`src/rtl/lkvc_pkg.sv`:
```
// ----------------------------------------------------------------------------
// lkvc_pkg
// Shared constants and types for the fully associative LRU key-value cache.
// ----------------------------------------------------------------------------
package lkvc_pkg;

  localparam int ENTRIES     = 16;
  localparam int IDX_W       = (ENTRIES > 1) ? $clog2(ENTRIES) : 1;
  localparam int OCC_W       = $clog2(ENTRIES + 1);
  localparam int CAP_W       = 5;
  localparam int DATA_W      = 32;
  localparam int CAP_RESET   = 16;

  typedef enum logic {
    KIND_GET = 1'b0,
    KIND_PUT = 1'b1
  } kind_e;

  typedef struct packed {
    kind_e                     kind;
    logic signed [DATA_W-1:0]  key;
    logic signed [DATA_W-1:0]  value;
  } req_t;

  typedef struct packed {
    logic                      hit;
    logic signed [DATA_W-1:0]  read_value;
    logic                      evicted;
    logic signed [DATA_W-1:0]  evicted_key;
  } res_t;

endpackage

```
`src/rtl/lkvc_core.sv`:
```
// ----------------------------------------------------------------------------
// lkvc_core
// Entry table, parallel key match, recency ranks and replacement choice.
// Computes the result of one request and updates the table on fire_i.
// ----------------------------------------------------------------------------
module lkvc_core import lkvc_pkg::*; (
  input  logic             clk_i,
  input  logic             rst_ni,
  input  logic [CAP_W-1:0] capacity_i,
  input  logic             fire_i,
  input  req_t             req_i,
  output res_t             res_o
);

  logic signed [DATA_W-1:0] key_q   [ENTRIES];
  logic signed [DATA_W-1:0] value_q [ENTRIES];
  logic [ENTRIES-1:0]       valid_q;
  logic [IDX_W-1:0]         rank_q  [ENTRIES];
  logic [OCC_W-1:0]         occ_q;

  logic [OCC_W-1:0] cap_eff;
  logic             present;
  logic [IDX_W-1:0] found;
  logic [IDX_W-1:0] free_slot;
  logic [IDX_W-1:0] victim;
  logic             is_put;
  logic             full;
  logic             touch;
  logic             do_fill;
  logic             do_key_wr;
  logic             do_val_wr;
  logic [IDX_W-1:0] slot;
  logic [OCC_W-1:0] old_rank;

  always_comb begin
    if (capacity_i == '0) begin
      cap_eff = OCC_W'(1);
    end else if (int'(capacity_i) > ENTRIES) begin
      cap_eff = OCC_W'(ENTRIES);
    end else begin
      cap_eff = OCC_W'(capacity_i);
    end
  end

  // key match, first free slot, least recent slot
  always_comb begin
    present   = 1'b0;
    found     = '0;
    free_slot = '0;
    victim    = '0;
    for (int i = 0; i < ENTRIES; i++) begin
      if (valid_q[i] && (key_q[i] == req_i.key)) begin
        present = 1'b1;
        found   = IDX_W'(i);
      end
      if (valid_q[i] && (OCC_W'(rank_q[i]) == (occ_q - OCC_W'(1)))) begin
        victim = IDX_W'(i);
      end
    end
    for (int i = ENTRIES - 1; i >= 0; i--) begin
      if (!valid_q[i]) begin
        free_slot = IDX_W'(i);
      end
    end
  end

  always_comb begin
    is_put    = (req_i.kind == KIND_PUT);
    full      = (occ_q >= cap_eff);
    touch     = fire_i && (present || is_put);
    do_key_wr = fire_i && is_put && !present;
    do_fill   = do_key_wr && !full;
    do_val_wr = fire_i && is_put;
    if (present) begin
      slot     = found;
      old_rank = OCC_W'(rank_q[found]);
    end else if (full) begin
      slot     = victim;
      old_rank = occ_q - OCC_W'(1);
    end else begin
      slot     = free_slot;
      old_rank = occ_q;
    end
  end

  always_comb begin
    res_o.hit         = present;
    res_o.read_value  = (!is_put && present) ? value_q[found] : '0;
    res_o.evicted     = is_put && !present && full;
    res_o.evicted_key = (is_put && !present && full) ? key_q[victim] : '0;
  end

  always_ff @(posedge clk_i or negedge rst_ni) begin
    if (!rst_ni) begin
      valid_q <= '0;
      occ_q   <= '0;
      for (int i = 0; i < ENTRIES; i++) begin
        rank_q[i] <= '0;
      end
    end else begin
      if (touch) begin
        for (int i = 0; i < ENTRIES; i++) begin
          if (IDX_W'(i) == slot) begin
            rank_q[i] <= '0;
          end else if (valid_q[i] && (OCC_W'(rank_q[i]) < old_rank)) begin
            rank_q[i] <= rank_q[i] + IDX_W'(1);
          end
        end
      end
      if (do_fill) begin
        valid_q[slot] <= 1'b1;
        occ_q         <= occ_q + OCC_W'(1);
      end
    end
  end

  always_ff @(posedge clk_i) begin
    if (do_key_wr) begin
      key_q[slot] <= req_i.key;
    end
    if (do_val_wr) begin
      value_q[slot] <= req_i.value;
    end
  end

`ifndef ASSERT_OFF
  a_occ_matches_valid: assert property (@(posedge clk_i) disable iff (!rst_ni)
    $countones(valid_q) == int'(occ_q))
    else $error("occupancy differs from number of valid entries");

  a_occ_bound: assert property (@(posedge clk_i) disable iff (!rst_ni)
    int'(occ_q) <= ENTRIES)
    else $error("occupancy above table depth");

  a_fill_grows: assert property (@(posedge clk_i) disable iff (!rst_ni)
    do_fill |=> (occ_q == $past(occ_q) + OCC_W'(1)))
    else $error("fill did not grow occupancy by one");

  a_evict_holds: assert property (@(posedge clk_i) disable iff (!rst_ni)
    (fire_i && res_o.evicted) |=> $stable(occ_q) && $stable(valid_q))
    else $error("eviction changed occupancy");

  a_hit_not_evict: assert property (@(posedge clk_i) disable iff (!rst_ni)
    fire_i |-> !(res_o.hit && res_o.evicted))
    else $error("hit and eviction on one request");
`endif

endmodule

```
`src/rtl/lru_key_value_cache.sv`:
```
// ----------------------------------------------------------------------------
// lru_key_value_cache
// Fully associative key-value cache with least-recently-used replacement.
//
//   channel | signals                                   | direction
//   --------+-------------------------------------------+----------
//   in      | in_valid_i/in_ready_o, kind, key, value   | request
//   out     | out_valid_o/out_ready_i, hit, read_value, | result
//           | evicted, evicted_key                      |
//   cfg     | cfg_we_i, cfg_wdata_i (capacity)          | write only
//
// One request per cycle unless results stall; a request passes the request
// register, then the result register; match and rank update share a cycle.
// Reset clears valid bits, ranks and occupancy; capacity resets to 16.
// A stalled result holds the result register; the request register keeps
// accepting as long as the result register is free or being taken.
// ----------------------------------------------------------------------------
module lru_key_value_cache import lkvc_pkg::*; (
  input  logic                     clk_i,
  input  logic                     rst_ni,
  input  logic                     cfg_we_i,
  input  logic [CAP_W-1:0]         cfg_wdata_i,
  input  logic                     in_valid_i,
  output logic                     in_ready_o,
  input  logic                     in_kind_i,
  input  logic signed [DATA_W-1:0] in_key_i,
  input  logic signed [DATA_W-1:0] in_value_i,
  output logic                     out_valid_o,
  input  logic                     out_ready_i,
  output logic                     out_hit_o,
  output logic signed [DATA_W-1:0] out_read_value_o,
  output logic                     out_evicted_o,
  output logic signed [DATA_W-1:0] out_evicted_key_o
);

  logic [CAP_W-1:0] capacity_q;
  logic             req_valid_q;
  req_t             req_q;
  logic             res_valid_q;
  res_t             res_q;
  res_t             res_d;
  logic             res_free;
  logic             fire;

  assign res_free   = !res_valid_q || out_ready_i;
  assign fire       = req_valid_q && res_free;
  assign in_ready_o = !req_valid_q || res_free;

  lkvc_core u_core (
    .clk_i      (clk_i),
    .rst_ni     (rst_ni),
    .capacity_i (capacity_q),
    .fire_i     (fire),
    .req_i      (req_q),
    .res_o      (res_d)
  );

  always_ff @(posedge clk_i or negedge rst_ni) begin
    if (!rst_ni) begin
      capacity_q  <= CAP_W'(CAP_RESET);
      req_valid_q <= 1'b0;
      res_valid_q <= 1'b0;
    end else begin
      if (cfg_we_i) begin
        capacity_q <= cfg_wdata_i;
      end
      if (in_ready_o) begin
        req_valid_q <= in_valid_i;
      end
      if (res_free) begin
        res_valid_q <= fire;
      end
    end
  end

  always_ff @(posedge clk_i) begin
    if (in_valid_i && in_ready_o) begin
      req_q.kind  <= kind_e'(in_kind_i);
      req_q.key   <= in_key_i;
      req_q.value <= in_value_i;
    end
    if (fire) begin
      res_q <= res_d;
    end
  end

  assign out_valid_o       = res_valid_q;
  assign out_hit_o         = res_q.hit;
  assign out_read_value_o  = res_q.read_value;
  assign out_evicted_o     = res_q.evicted;
  assign out_evicted_key_o = res_q.evicted_key;

`ifndef ASSERT_OFF
  a_res_held: assert property (@(posedge clk_i) disable iff (!rst_ni)
    (res_valid_q && !out_ready_i) |=> res_valid_q && $stable(res_q))
    else $error("stalled result changed");

  a_fire_loads: assert property (@(posedge clk_i) disable iff (!rst_ni)
    fire |=> res_valid_q)
    else $error("processed request left no result");

  a_no_fire_on_stall: assert property (@(posedge clk_i) disable iff (!rst_ni)
    (res_valid_q && !out_ready_i) |-> !fire)
    else $error("request processed while result stalled");
`endif

endmodule

```
`config.mk`:
```
export PLATFORM = sky130hd
export DESIGN_NAME = lru_key_value_cache
export DESIGN_NICKNAME = d
export VERILOG_FILES = /design/src/rtl/lkvc_pkg.sv /design/src/rtl/lkvc_core.sv /design/src/rtl/lru_key_value_cache.sv
export SDC_FILE = /design/constraint.sdc
export NUM_CORES = 2
export LEC_CHECK = 0
export ABC_CLOCK_PERIOD_IN_PS = 8600
export BUFFER_PORTS_ARGS = -buffer_cell sky130_fd_sc_hd__buf_4
export CAP_MARGIN = 10
export CELL_PAD_IN_SITES_DETAIL_PLACEMENT = 0
export CELL_PAD_IN_SITES_GLOBAL_PLACEMENT = 2
export CORE_MARGIN = 4
export CORE_UTILIZATION = 46
export DETAILED_ROUTE_END_ITERATION = 10
export GPL_ROUTABILITY_DRIVEN = 0
export PLACE_DENSITY_LB_ADDON = 0.1
export SYNTH_ARGS = -nofsm -noshare
export SYNTH_HDL_FRONTEND = slang
export SYNTH_SLANG_ARGS = --single-unit
```
`constraint.sdc`:
```
create_clock -name clk_i -period 8.6 [get_ports clk_i]
set_input_delay 1.29 -clock clk_i [delete_from_list [all_inputs] [get_ports clk_i]]
set_output_delay 1.29 -clock clk_i [all_outputs]
set_load 0.05 [all_outputs]
```
# Word level (Yosys, flattened, before mapping)
# Memory sizes are Yosys's and may differ from the RTL's. A register that Yosys moved wholly into a read port is not among the register bits.
# Index checks and enable logic that the tools add are counted.
# word_totals
mem_count	2
ff_bits	159
input_bits	75
wordCells	325
output_inout_bits	68
ramBits	1024
# classes
eq_ne	46
addsub	18
reduce_logical	101
bitwise_logic	2
order_cmp	21
muxes	109
# mem_list
memory	words	word_bits	rd	rd_clocked_by_memory_dff	write_ports	line	rtl
u_core.key_q	16	32	17	1	1	lkvc_core.sv:15	logic signed [DATA_W-1:0] key_q [ENTRIES];
u_core.value_q	16	32	1	1	1	lkvc_core.sv:16	logic signed [DATA_W-1:0] value_q [ENTRIES];
# op_table
operator	n
32-bit == test	16
4-bit two-way mux	68
4-bit by 5-bit less-than comparator with 1-bit output	16
4-bit by 5-bit == test with 1-bit output	15
4-bit by 1-bit adder with 4-bit output (second input constant)	16
1-bit logical AND	57
4-bit == test (first input constant)	8
2-bit AND reduction	16
2-bit nonzero test	16
3-bit two-way mux	8
1-bit two-way mux	23
5-bit two-way mux	4
4-bit binary-select mux with 4-bit select	1
3-bit by 4-bit == test with 1-bit output (first input constant)	4
16-bit bitwise OR	1
2-bit by 4-bit == test with 1-bit output (first input constant)	2
2-bit two-way mux	4
1-bit logical NOT	7
5-bit by 1-bit adder with 5-bit output (second input constant)	1
5-bit >= comparator	1
5-bit >= comparator (second input constant)	1
5-bit greater-than comparator (second input constant)	1
5-bit logical NOT	1
4-bit by 5-bit less-than comparator with 1-bit output (second input constant)	1
other kinds (7)	9

# Depth between registers and ports, before layout
# An unclocked memory read counts as a cell.
# logic_depth
ltp_word	27
ltp_mapped	27
ltp_nobuf	23

# Hierarchy
# From an unflattened synthesis, not the netlist that was laid out.
# hier_totals
cells_unflattened	4653
area_unflattened_um2	61285.0
# by_module_without_submodules
mod	cells_per_inst	n_inst	area_each_um2	seq_area_each_um2
lkvc_core	4504	1	57079.7	32876.5
lru_key_value_cache	149	1	4205.3	4110.2

# Worst setup path before layout
# OpenSTA, ideal clock, no wires.
# synth_timing
kind	input to register
startpoint	in out_ready_i
endpoint	mem u_core.key_q[2][0] (enable)
setup_ns	0.461
path_stages	5
arrival_time_ns	6.401
path_slack_ns	1.738
required_time_ns	8.139
path_cell_list	nand2b_1 > and2_1 > clkbuf_1 > nand3_1 > nor3_1
# synth_between
elab_chain_cells	6
# synth_lines
element	line	rtl
start, declared	lru_key_value_cache.sv:29	input logic out_ready_i,
1-bit logical OR	lru_key_value_cache.sv:45	assign res_free = !res_valid_q || out_ready_i;
1-bit logical AND	lru_key_value_cache.sv:46	assign fire = req_valid_q && res_free;
via fire	lru_key_value_cache.sv:43	logic fire;
1-bit logical AND (2 in a row)	lkvc_core.sv:71	do_key_wr = fire_i && is_put && !present;
1-bit two-way mux	lkvc_core.sv:118	if (do_key_wr) begin
1-bit two-way mux (not written as such)	lkvc_core.sv:119	key_q[slot] <= req_i.key;
end, declared	lkvc_core.sv:15	
# The timed path passes the listed nets, and every way through them passes these cells.

# Worst setup path in the final report
# layout_timing
startpoint	reg req_q[38] (netlist name)
endpoint	reg u_core.rank_q[53] (netlist name)
# layout_between
elab_chain_cells	26
elab_cells_between_ends	77
cone_classes	order compare: 1; eq/ne: 17; mux: 37; bitwise: 1; reduce/logical: 21
# layout_lines
element	line	rtl
start, declared	lru_key_value_cache.sv:38	req_t req_q;
32-bit == test	lkvc_core.sv:52	if (valid_q[i] && (key_q[i] == req_i.key)) begin
1-bit logical AND	lkvc_core.sv:52	
1-bit two-way mux	lkvc_core.sv:52	
2-bit two-way mux (2 in a row)	lkvc_core.sv:52	
3-bit two-way mux (4 in a row)	lkvc_core.sv:52	
4-bit two-way mux (8 in a row)	lkvc_core.sv:52	
4-bit inverter with 5-bit output (not written as such)	lkvc_core.sv:76	old_rank = OCC_W'(rank_q[found]);
4-bit binary-select mux with 4-bit select	lkvc_core.sv:76	
4-bit two-way mux (not written as such) (2 in a row)	lkvc_core.sv:76	
5-bit two-way mux	lkvc_core.sv:74	if (present) begin
4-bit by 5-bit less-than comparator with 1-bit output	lkvc_core.sv:105	end else if (valid_q[i] && (OCC_W'(rank_q[i]) < old_rank)) begin
1-bit logical AND	lkvc_core.sv:105	
2-bit nonzero test (no source line)	n/a	
2-bit AND reduction (no source line)	n/a	
end signal, assigned by index	lkvc_core.sv:106	rank_q[i] <= rank_q[i] + IDX_W'(1);
end, declared	lkvc_core.sv:18	logic [IDX_W-1:0] rank_q [ENTRIES];
# Several ways; a longest one is shown, not always the timed one. The select of a mux whose other input is x is not followed.
# A chain may end at the register's enable or synchronous reset.

==> results.md <==
- Clock buffer count from CTS: 142
- Sw power: 0.0125 W
- Distinct cells, synth: 94
- FF+latch count, synth: 1247
- CP Class: reg2reg
- CTS tree: built
- R2R depth: 19
- Vias per std cell: 6.09
- # setup viols final: 0
- Fin area: 0.0695 mm^2
- Max Cap Viol: 0
- CP arrival: 7990 ps
- Final Critical Period: 7390 ps
- Max-slew violations: 0
- Worst Path Max Fanout: 46
- Reg clk slew, reported paths: 60 ps
- Most frequent cells in the layout: 1155 x edfxtp_1, 485 x mux2i_1, 412 x xor2_1, 272 x buf_4, 203 x mux2_2
- Post-detailed-route count of antenna-violating nets: 0
- DRT Pass-1 Iters: 6
- Initial drt markers: 4456
- Clock sinks: 1247
- Final Cycle Share: 85.9%
- H-tree lvl count: 4
- HP Class: in2async
- GRT Overall Usage: 28.0%
- Detailed-route via count: 39800
- DP HPWL: 137000 um
- Crit. End Element: register
- Grt total ovfl: 0
- Final hold violation count: 0
- Tot Pwr: 0.0283 W
- Core box area: 0.132 mm^2
- Int Pwr: 0.0157 W
- Gate Count Post-Synth: 4496
- Clock share of power: 21.4%
- Critical Path RT: 9200 ps
- Clock buffer depth: 3
- TNS Setup: 0 ps
- Rows: 133
- First-pass GRT wire length: 285000 um
- Clk_lat worst skew: 790 ps
- Switching share of power: 44.3%
- Leakage power: 26.8 nW
- Skew final: 74.5 ps
- Fmax: 135 MHz
- Placed instance area: 0.0648 mm^2
- Die X: 374 um
- Root Buffer: clkbuf_16
- P per Cell Area: 407 mW/mm^2
- Layout cell share with drive strength beyond 1: 16.5%
- Actual slew at the worst max-slew pin: 1160 ps
- Final cell count without fillers: 6531
- Fin util: 52.6%
- Unrepaired setup endpoints after global routing: false
- Vias in the first global route: 38000
- Synth Warn #: 0
- Crit path launch type: register
- Hold Buf Count CTS: 0
- Sequential share of power: 28.4%
- Top_reg_cell synth: edfxtp_1
- Die Area: 0.140 mm^2
- Post-synth ARST share: 7.38%
- Die H: 374 um
- Post-synthesis area per instance: 13.7 um^2
- VDD IR max: 0.963 mV
- I/O Buffers: 142
- DRT Wirelength: 201000 um
- Area Growth Syn to Fin: 13.0%
- Wire per inst: 30.8 um
- Mapped cell area: 0.0615 mm^2
- Antenna violations before repair: 11
- Post-synth EDFFs: 1155
- IO Count: 143
- Inst Count DP: 6270
- Post_cts resized: 0
- Commonest non-fill, non-tap cell in the layout: edfxtp_1
- DRC Markers: 0
- Largest net degree at the start of global routing: 134
- Syn nets: 4642
- Status: completed
- Final #Nets: 4805
- Combinational share of power: 50.1%
- Sequential-to-total area share from yosys stat: 60.1%
- Starting density of the core: 46.6%
- Slew Limit Headroom: 22.2%
- Post-CTS Setup Bufs: 0
==> sequential cells by signal, summed over array words and instances (netlist names) <==
name / flops
out_evicted_key_o: 32
u_core.valid_q: 16
u_core.rank_q: 64
u_core.key_q: 512
u_core.occ_q: 5
out_hit_o: 1
out_valid_o: 1
out_evicted_o: 1
capacity_q: 5
u_core.value_q: 512
out_read_value_o: 32
req_valid_q: 1
req_q: 65
==> layout make-up <==
class / instances / area [um^2]
clock inverter: 84 / 931
multi-input combinational: 2933 / 23300
fill: 11200 / 62600
clock buffer: 175 / 3750
sequential: 1247 / 37000
antenna: 2 / 5.00
timing repair buffer: 278 / 2170
tap: 1755 / 2200
inverter: 57 / 214
==> path summary, 6_finish.rpt <==
kind / to / slack (ps) / start
max: u_core.rank_q[53] / 1210 / req_q[38]
min: capacity_q[1] / 500 / rst_ni
max reg2reg: u_core.rank_q[53] / 1210 / req_q[38]
min reg2reg: out_valid_o / 520 / req_valid_q
max in group asynchronous: u_core.rank_q[4] / 6860 / rst_ni
min in group clk_i: out_valid_o / 520 / req_valid_q
==> synthesized netlist by cell type, drive strengths merged (13+ instances only) <==
cell     count  share of area, %
nor2       228               1.4
or2         15              0.15
xnor3       14              0.51
and3        46              0.47
and2        13              0.13
ha          71               1.4
nor4       185               2.1
inv         56              0.34
clkbuf     101              0.62
nand3b      17              0.23
a211o       35              0.50
nand3       65              0.54
o2bb2ai     22              0.31
xnor2      153               2.2
o211ai      88               1.1
a21oi      112              0.91
a21o        33              0.40
dfrtp       91               3.7
a211oi     106               1.3
nor4b       16              0.25
xor2       412               5.9
nand4b      21              0.30
nand4       84              0.85
buf        158               1.6
nor3        39              0.36
o21bai      18              0.22
o21ai      110              0.89
nand2      164               1.0
o22ai       20              0.20
a31oi       20              0.20
or3         25              0.26
or4         16              0.21
mux2i      485               7.9
edfxtp    1155                56
mux2       204               3.7
nand2b      23              0.23
==> power groups by stage <==
| stage | Clock (W) | Combinational, W | Sequential [W] |
|---|---|---|---|
| after floorplan | 0 | 0.00872 | 0.00816 |
| after global placement | 0 | 0.0139 | 0.00814 |
| after detailed placement | 0 | 0.0139 | 0.00815 |
| after CTS | 0.00616 | 0.0139 | 0.00803 |
| after global routing | 0.00643 | 0.0148 | 0.00810 |
| final | 0.00606 | 0.0142 | 0.00804 |
==> critical path: stages, from the launching register on <==
cell	delay (ps)
edfxtp_1	1100
xor2_1	210
nor4_1	280
nand4_1	150
or4_1	680
a311o_1	380
a211oi_2	490
or2_4	700
nor2_1	80
a21oi_1	160
mux2i_1	120
mux2i_1	270
o31a_1	860
ha_1	290
a21o_1	110
a21oi_1	50
o21ai_0	430
o32ai_1	250
a21oi_1	210
mux2_1	330
==> per-stage QoR <==
stage,worst slack [ps],hold WS (ps)
after floorplan,1740,449
after global placement,1270,466
after detailed placement,1320,482
after CTS,1230,480
after global routing,893,516
final,1210,502
==> cell families (layout without fill, tap and decap cells) <==
| kind of cell | count (synthesis) | after routing | share of synthesized area (%) |
|---|---|---|---|
| AOI/OAI and AO/OA | 611 | 611 | 6.79 |
| buffers and inverters | 316 | 594 | 2.61 |
| adders and majority gates | 71 | 71 | 1.44 |
| and+or+nand+nor | 983 | 983 | 8.86 |
| xor gates and xnor gates | 579 | 579 | 8.57 |
| muxes | 689 | 689 | 11.6 |
| DFF | 1247 | 1247 | 60.1 |
| other | 0 | 2 | 0 |
==> metal layers <==
metal  wire length, um  track usage, %  vias up
met5                38               0        -
met4              5770            7.81        6
met3             15800            4.82      296
met2             87800            41.7     1743
met1             91700            42.3    20200
li1                  -               -    17600
(Power assumes the default switching activity.)
